===== config.mk =====
export PLATFORM = sky130hd
export DESIGN_NAME = pid_controller_gated_integral
export DESIGN_NICKNAME = d
export VERILOG_FILES = /design/src/pidgi_pkg.sv /design/src/pidgi_combine.sv /design/src/pid_controller_gated_integral.sv
export SDC_FILE = /design/constraint.sdc
export NUM_CORES = 2
export LEC_CHECK = 0
export BUFFER_PORTS_ARGS = -buffer_cell sky130_fd_sc_hd__clkbuf_2
export CAP_MARGIN = 20
export CORE_AREA = 8 8 356 428
export CTS_BUF_LIST = sky130_fd_sc_hd__clkbuf_4 sky130_fd_sc_hd__clkbuf_8
export CTS_CLUSTER_DIAMETER = 100
export DETAILED_ROUTE_END_ITERATION = 16
export DIE_AREA = 0 0 364 436
export PLACE_DENSITY = 0.64
export REMOVE_ABC_BUFFERS = 1
export SYNTH_ARGS = -nofsm -noshare
export SYNTH_HDL_FRONTEND = slang
export SYNTH_HIERARCHICAL = 1
export SYNTH_SLANG_ARGS = --single-unit

===== constraint.sdc =====
create_clock -name clock -period 12.4 [get_ports clock]
set_input_delay 1.86 -clock clock [delete_from_list [all_inputs] [get_ports clock]]
set_output_delay 1.86 -clock clock [all_outputs]
set_load 0.005 [all_outputs]

===== src/pidgi_pkg.sv =====
// ----------------------------------------------------------------------------
// pidgi_pkg
// Shared types and constants of the gated-integral PID controller: register
// indexes, reset values, field widths and the stage-to-stage bundles.
// ----------------------------------------------------------------------------
package pidgi_pkg;

   // field widths
   localparam int unsigned TIME_W   = 32;
   localparam int unsigned SAMPLE_W = 16;
   localparam int unsigned GAIN_W   = 16;
   localparam int unsigned ERR_W    = SAMPLE_W + 1;
   localparam int unsigned DIFF_W   = ERR_W + 1;
   localparam int unsigned SUM_W    = 32;
   localparam int unsigned PROD_P_W = GAIN_W + 1 + ERR_W;
   localparam int unsigned PROD_D_W = GAIN_W + 1 + DIFF_W;
   localparam int unsigned PROD_I_W = GAIN_W + 1 + SUM_W;
   localparam int unsigned ACC_W    = PROD_I_W + 1;
   localparam int unsigned FRAC_W   = 8;
   localparam int unsigned CSR_IDX_W = 3;

   // register indexes
   localparam logic [CSR_IDX_W-1:0] CSR_GAIN_P        = 3'd0;
   localparam logic [CSR_IDX_W-1:0] CSR_GAIN_I        = 3'd1;
   localparam logic [CSR_IDX_W-1:0] CSR_GAIN_D        = 3'd2;
   localparam logic [CSR_IDX_W-1:0] CSR_OUT_MIN       = 3'd3;
   localparam logic [CSR_IDX_W-1:0] CSR_OUT_MAX       = 3'd4;
   localparam logic [CSR_IDX_W-1:0] CSR_SAMPLE_PERIOD = 3'd5;

   // reset values
   localparam logic signed [SAMPLE_W-1:0] OUT_MIN_RST       = 16'sd0;
   localparam logic signed [SAMPLE_W-1:0] OUT_MAX_RST       = 16'sd255;
   localparam logic [SAMPLE_W-1:0]        SAMPLE_PERIOD_RST = 16'd50;

   // integral term only counts while |error| is below this
   localparam logic signed [ERR_W-1:0] ERR_GATE_HI = 17'sd3;
   localparam logic signed [ERR_W-1:0] ERR_GATE_LO = -17'sd3;

   typedef struct packed {
      logic signed [SAMPLE_W-1:0] out_min;
      logic signed [SAMPLE_W-1:0] out_max;
   } pidgi_limits_type;

   typedef struct packed {
      logic signed [PROD_P_W-1:0] p;
      logic signed [PROD_I_W-1:0] i;
      logic signed [PROD_D_W-1:0] d;
   } pidgi_prod_type;

endpackage


===== src/pidgi_combine.sv =====
// ----------------------------------------------------------------------------
// pidgi_combine
// Adds the three gain products, drops the Q8.8 fraction with floor rounding
// and clamps to the output limits (upper limit first, lower limit wins).
// ----------------------------------------------------------------------------
module pidgi_combine (
   input  pidgi_pkg::pidgi_prod_type   prod,
   input  pidgi_pkg::pidgi_limits_type limits,
   output logic signed [15:0]          drive
);
   import pidgi_pkg::*;

   localparam int unsigned PID_W = ACC_W - FRAC_W;

   logic signed [ACC_W-1:0] acc;
   logic signed [PID_W-1:0] pid;
   logic signed [PID_W-1:0] lim_hi;
   logic signed [PID_W-1:0] lim_lo;
   logic signed [PID_W-1:0] clip_hi;

   // sum of products, arithmetic shift gives floor division by 256
   always_comb begin
      acc = ACC_W'(prod.p) + ACC_W'(prod.i) + ACC_W'(prod.d);
      pid = PID_W'(acc >>> FRAC_W);
   end

   // clamp against the upper limit, then the lower one
   always_comb begin
      lim_hi  = PID_W'(limits.out_max);
      lim_lo  = PID_W'(limits.out_min);
      clip_hi = (pid > lim_hi) ? lim_hi : pid;
      drive   = (clip_hi < lim_lo) ? limits.out_min : clip_hi[SAMPLE_W-1:0];
   end

endmodule


===== src/pid_controller_gated_integral.sv =====
// ----------------------------------------------------------------------------
// pid_controller_gated_integral
// Sampled PID controller with Q8.8 gains, saturating error sum and an
// integral term that only counts for small errors.
// ----------------------------------------------------------------------------
// Takes one beat per clock while req_ready is high and gives at most one
// drive beat for it. A beat whose timestamp is not more than sample_period
// past the last update is dropped with no result and leaves the state alone.
// The datapath is four register levels: input register, error/sum register
// (where the controller state is updated, so the next beat already sees it),
// product register after the three gain multipliers, and the result register
// after the add, floor shift and clamp; a result shows on rsp_valid once its
// beat has passed these four registers. Each stage moves whenever the stage
// after it is empty or moving, so a waiting result does not stop new beats
// until the pipe is full. Limits and gains are to be written through the csr
// port only while no beat is in flight; the block itself does not enforce it.
// ----------------------------------------------------------------------------
module pid_controller_gated_integral (
   input  logic                             clock,
   input  logic                             reset,
   input  logic                             req_valid,
   output logic                             req_ready,
   input  logic [31:0]                      req_now_ms,
   input  logic signed [15:0]               req_measured,
   input  logic signed [15:0]               req_setpoint,
   output logic                             rsp_valid,
   input  logic                             rsp_ready,
   output logic signed [15:0]               rsp_drive,
   input  logic                             csr_we,
   input  logic [pidgi_pkg::CSR_IDX_W-1:0]  csr_index,
   input  logic [15:0]                      csr_wdata
);
   import pidgi_pkg::*;

   // configuration
   logic [GAIN_W-1:0]   gain_p_ff, gain_i_ff, gain_d_ff;
   logic [SAMPLE_W-1:0] sample_period_ff;
   pidgi_limits_type    limits_ff;

   // controller state
   logic [TIME_W-1:0]       last_time_ff;
   logic signed [ERR_W-1:0] prev_err_ff;
   logic signed [SUM_W-1:0] err_sum_ff;

   // input stage
   logic                       in_vld_ff;
   logic [TIME_W-1:0]          in_now_ff;
   logic signed [SAMPLE_W-1:0] in_meas_ff, in_sp_ff;

   // error stage
   logic                     er_vld_ff;
   logic signed [ERR_W-1:0]  er_err_ff;
   logic signed [DIFF_W-1:0] er_diff_ff;
   logic signed [SUM_W-1:0]  er_isum_ff;

   // product stage
   logic           pr_vld_ff;
   pidgi_prod_type pr_prod_ff;
   pidgi_prod_type pr_prod_in;

   // result stage
   logic                       out_vld_ff;
   logic signed [SAMPLE_W-1:0] out_drive_ff;
   logic signed [SAMPLE_W-1:0] out_drive_in;

   // stage advance
   logic adv_out, adv_pr, adv_er, adv_in;

   // error stage next values
   logic [TIME_W-1:0]        elapsed;
   logic                     due;
   logic                     update;
   logic signed [ERR_W-1:0]  err_in;
   logic signed [DIFF_W-1:0] diff_in;
   logic signed [SUM_W:0]    sum_wide;
   logic signed [SUM_W-1:0]  sum_in;
   logic                     gate_open;

   // pipeline flow
   always_comb begin
      adv_out   = !out_vld_ff || rsp_ready;
      adv_pr    = !pr_vld_ff || adv_out;
      adv_er    = !er_vld_ff || adv_pr;
      adv_in    = !in_vld_ff || adv_er;
      req_ready = adv_in;
      update    = in_vld_ff && adv_er && due;
   end

   // configuration writes
   always_ff @(posedge clock) begin
      if (reset) begin
         gain_p_ff         <= '0;
         gain_i_ff         <= '0;
         gain_d_ff         <= '0;
         limits_ff.out_min <= OUT_MIN_RST;
         limits_ff.out_max <= OUT_MAX_RST;
         sample_period_ff  <= SAMPLE_PERIOD_RST;
      end else if (csr_we) begin
         unique case (csr_index)
            CSR_GAIN_P:        gain_p_ff         <= csr_wdata;
            CSR_GAIN_I:        gain_i_ff         <= csr_wdata;
            CSR_GAIN_D:        gain_d_ff         <= csr_wdata;
            CSR_OUT_MIN:       limits_ff.out_min <= csr_wdata;
            CSR_OUT_MAX:       limits_ff.out_max <= csr_wdata;
            CSR_SAMPLE_PERIOD: sample_period_ff  <= csr_wdata;
            default: ;
         endcase
      end
   end

   // input register
   always_ff @(posedge clock) begin
      if (reset) begin
         in_vld_ff <= 1'b0;
      end else if (adv_in) begin
         in_vld_ff <= req_valid;
      end
   end

   always_ff @(posedge clock) begin
      if (adv_in && req_valid) begin
         in_now_ff  <= req_now_ms;
         in_meas_ff <= req_measured;
         in_sp_ff   <= req_setpoint;
      end
   end

   // sample gate, error, saturating sum and difference
   always_comb begin
      elapsed   = in_now_ff - last_time_ff;
      due       = elapsed > TIME_W'(sample_period_ff);
      err_in    = ERR_W'(in_sp_ff) - ERR_W'(in_meas_ff);
      diff_in   = DIFF_W'(err_in) - DIFF_W'(prev_err_ff);
      sum_wide  = (SUM_W + 1)'(err_sum_ff) + (SUM_W + 1)'(err_in);
      if (sum_wide[SUM_W] != sum_wide[SUM_W-1]) begin
         sum_in = sum_wide[SUM_W] ? {1'b1, {(SUM_W - 1){1'b0}}}
                                  : {1'b0, {(SUM_W - 1){1'b1}}};
      end else begin
         sum_in = sum_wide[SUM_W-1:0];
      end
      gate_open = (err_in < ERR_GATE_HI) && (err_in > ERR_GATE_LO);
   end

   // controller state moves with each update
   always_ff @(posedge clock) begin
      if (reset) begin
         last_time_ff <= '0;
         prev_err_ff  <= '0;
         err_sum_ff   <= '0;
      end else if (update) begin
         last_time_ff <= in_now_ff;
         prev_err_ff  <= err_in;
         err_sum_ff   <= sum_in;
      end
   end

   // error register
   always_ff @(posedge clock) begin
      if (reset) begin
         er_vld_ff <= 1'b0;
      end else if (adv_er) begin
         er_vld_ff <= in_vld_ff && due;
      end
   end

   always_ff @(posedge clock) begin
      if (update) begin
         er_err_ff  <= err_in;
         er_diff_ff <= diff_in;
         er_isum_ff <= gate_open ? sum_in : '0;
      end
   end

   // gain products
   always_comb begin
      pr_prod_in.p = PROD_P_W'($signed({1'b0, gain_p_ff})) * PROD_P_W'(er_err_ff);
      pr_prod_in.i = PROD_I_W'($signed({1'b0, gain_i_ff})) * PROD_I_W'(er_isum_ff);
      pr_prod_in.d = PROD_D_W'($signed({1'b0, gain_d_ff})) * PROD_D_W'(er_diff_ff);
   end

   always_ff @(posedge clock) begin
      if (reset) begin
         pr_vld_ff <= 1'b0;
      end else if (adv_pr) begin
         pr_vld_ff <= er_vld_ff;
      end
   end

   always_ff @(posedge clock) begin
      if (adv_pr && er_vld_ff) begin
         pr_prod_ff <= pr_prod_in;
      end
   end

   // sum, scale and clamp
   pidgi_combine u_combine (
      .prod   (pr_prod_ff),
      .limits (limits_ff),
      .drive  (out_drive_in)
   );

   // result register
   always_ff @(posedge clock) begin
      if (reset) begin
         out_vld_ff <= 1'b0;
      end else if (adv_out) begin
         out_vld_ff <= pr_vld_ff;
      end
   end

   always_ff @(posedge clock) begin
      if (adv_out && pr_vld_ff) begin
         out_drive_ff <= out_drive_in;
      end
   end

   assign rsp_valid = out_vld_ff;
   assign rsp_drive = out_drive_ff;

endmodule


==> results.toml <==
[floorplan]
start_util_pct = 44.64
die_area_sq_um = 158700
rows = 154
dieWidth_um = 364
die_h_um = 436
core_area_sq_um = 145500
ioPinCount = 106

[worst_setup_path]
worst-path-max-fanout = 33
cp_slowest_cell = "edfxtp_1"
required_ns = 12.91
crit_type = "flop to flop"
crit_path_end_kind = "flop"
cp-start-kind = "flop"
critPathBufInv = 0
arrival_ns = 10.78
max_stage_delay_ns = 1.00
crit_family = "compound AO/OA/AOI/OAI gates"
crit_top_cell = "ha_1"

[timing]
setup_ws_ns = 2.127
maxSlewViolCount = 0
fmax_mhz = 97.35
min_period_ns = 10.27
rsz0062_at_grt = "no"
slew_headroom_pct = 24.68
hold_viol = 0
worst_pin_slew_ns = 1.130
fin_skew_ns = 0.07056
setup_tns_ns = 0
fin_crit_sh_pct = 82.84
setup_violations = 0

[final_layout]
final_common_cell = "inv_1"
post-route-util_pct = 47.51
drive_gt1_share_pct = 5.782
most-common-layout-cells = "inv_1, fa_1, nand2_1"
stdcell_count = 9028
area_growth_pct = 6.421
fin_nets = 8715

[placement]
gp_congestion = 0.8948
port_buffers = 105
hpwl_mm = 137.2
dpl.cell_count = 8874
place_ws_ns = 2.035

[outcome]
status = "finished clean"

[power_and_ir_drop]
power.density_cell_area_nw_per_um2 = 90.35
p_sw_share_pct = 40.20
power_leakage_uw = 0.03303
p_int_uw = 3734
power_frac_seq_pct = 30.6
clock_power_share_pct = 25.9
vdd_drop_max_v = 0.00006797
p_switching_uw = 2510
comb_power_share_pct = 43.5

[drt]
wl_mm = 174.0
drc = 0
drt_iter0_markers = 3027
vias_per_cell = 5.355
route.antenna.remaining_nets = 0
drt_first_pass_iters = 6
avgRoutedWirePerCell_um = 19.27
via_count = 48340

[synthesis]
synth_seq_area_share_pct = 17.83
synth_area_leaders = "fa_1, edfxtp_1, ha_1"
synth_top_area_share_pct = 32.15
synth_ff_type = "edfxtp_1"
yosys.area_share.xor_xnor_pct = 2.871
synth_edf_count = 265
synth_area_sq_um = 64950
synth_area_leader_cell = "fa_1"
muxShareOfSynthArea_pct = 0.9787
ys_warn_count = 6
synth_top_family_by_area = "adder cells"
synth_area_per_cell_sq_um = 9.214
synth_compound_area_share_pct = 10.02
synthAdderAreaFrac_pct = 43.34
synth_seq_cells = 446
async_reset_ff_share_pct = 0
yosys.area_share.simple_pct = 15.14
synth.distinct_cells = 95
netlist_instances = 7049

[grt]
grt.total_usage_pct = 22.29
grt_pass1_vias = 51430
grt_max_degree = 81
grt_pass1_wl_mm = 282.1
grt_overflow = 0
antenna_found_initial = 5

[clock_tree]
cts_root_buf = "clkbuf_8"
htree_levels = 3
cts_tree = "built"
cts_made_buffers = 81
clkSinkCount = 446
cts.clk_slew.worst_paths_ns = 0.06
clock_latency_ns = 0.78
post_cts_buffers = 0
cts.path.max_buffers = 3
cts_hold_buf = 0
cts_resized = 0

[flow_run]
max_cap_violations = 0

[min_path]
min_path_type = "flop to flop"
[state kept, by name (all words and copies together), names as in the netlist]
register	flops
gain_d_ff	16
last_time_ff	32
er_isum_ff	32
in_sp_ff	16
rsp_drive	16
in_now_ff	32
prev_err_ff	17
er_err_ff	17
rsp_valid	1
err_sum_ff	32
gain_p_ff	16
in_meas_ff	16
pr_prod_ff	118
er_diff_ff	18
limits_ff	32
pr_vld_ff	1
sample_period_ff	16
in_vld_ff	1
gain_i_ff	16
er_vld_ff	1
[cells in the mapped netlist, drive strengths merged, types with 54 or more instances]
master and number:
inv 1402, clkbuf 251, edfxtp 265, fa 1043, nor2 192, ha 577, o21ai 187, xnor2 141
a21oi 382, xor2 71, nand3 115, dfxtp 181, nand4 60, and2 535, nand2 878, nor3 63
a21o 122, a211oi 54
[power by group through the flow]
stage	clock network (uW)	registers [uW]	logic, uW
after floorplan	0	1850	1910
after global placement	0	1940	2660
after detailed placement	0	1940	2690
after CTS	1660	1910	2710
after global routing	1720	1930	3020
final	1620	1910	2710
[cells by family after synthesis]
logic type	count (synthesis)
AND/OR/NAND/NOR	2016
XOR/XNOR	212
AO/OA/AOI/OAI	1017
adder cells (fa/ha/maj)	1625
buffers and inverters	1679
flip-flops	446
multiplexers	54
[metrics by stage]
stage | instance area, sq um | hold WS, ns | power [uW]
after global routing | 69110 | 0.4726 | 6668
after global placement | 67200 | 0.4429 | 4598
final | 69120 | 0.4540 | 6245
after floorplan | 63840 | 0.4303 | 3758
after detailed placement | 67230 | 0.4483 | 4631
after CTS | 69110 | 0.4558 | 6285
[final timing paths]
| check | from | endpoint | slack (ns) | depth (start not counted) |
|---|---|---|---|---|
| worst max-delay path | pr_prod_ff[34] | rsp_drive[3] | 2.13 | 30 |
| worst min-delay path | gain_d_ff[3] | gain_d_ff[3] | 0.45 | 2 |
| worst max register to register | pr_prod_ff[34] | rsp_drive[3] | 2.13 | 30 |
| worst min register to register | gain_d_ff[3] | gain_d_ff[3] | 0.45 | 2 |
[routing by layer]
layer  global-route usage, %  part of all wire [%]  up-vias
met5                       0                     0        -
met4                   8.395                   4.2        0
met3                   3.063                   6.4      355
met2                   38.30                    49     1387
met1                   28.48                    41    24380
li1                        -                     -    22220
[layout make-up]
| class | count | area [sq um] |
|---|---|---|
| Antenna cell | 4 | 10.01 |
| Inverter | 1403 | 5268 |
| Clock buffer | 123 | 1524 |
| Tap cell | 1950 | 2440 |
| Sequential cell | 446 | 11590 |
| Clock inverter | 27 | 355.3 |
| Timing Repair Buffer | 151 | 897.1 |
| Multi-Input combinational cell | 4924 | 47030 |
| Fill cell | 13780 | 76360 |
[worst reg2reg max path: cells and delay by family (launching register included)]
kind,cells,cell delay [ns]
and+or+nand+nor,10,2.10
adders and majority gates,4,1.67
AOI/OAI and AO/OA,14,4.03
muxes,2,1.29
DFF,1,1.00
Note: power is estimated with default switching activity, not from simulation.
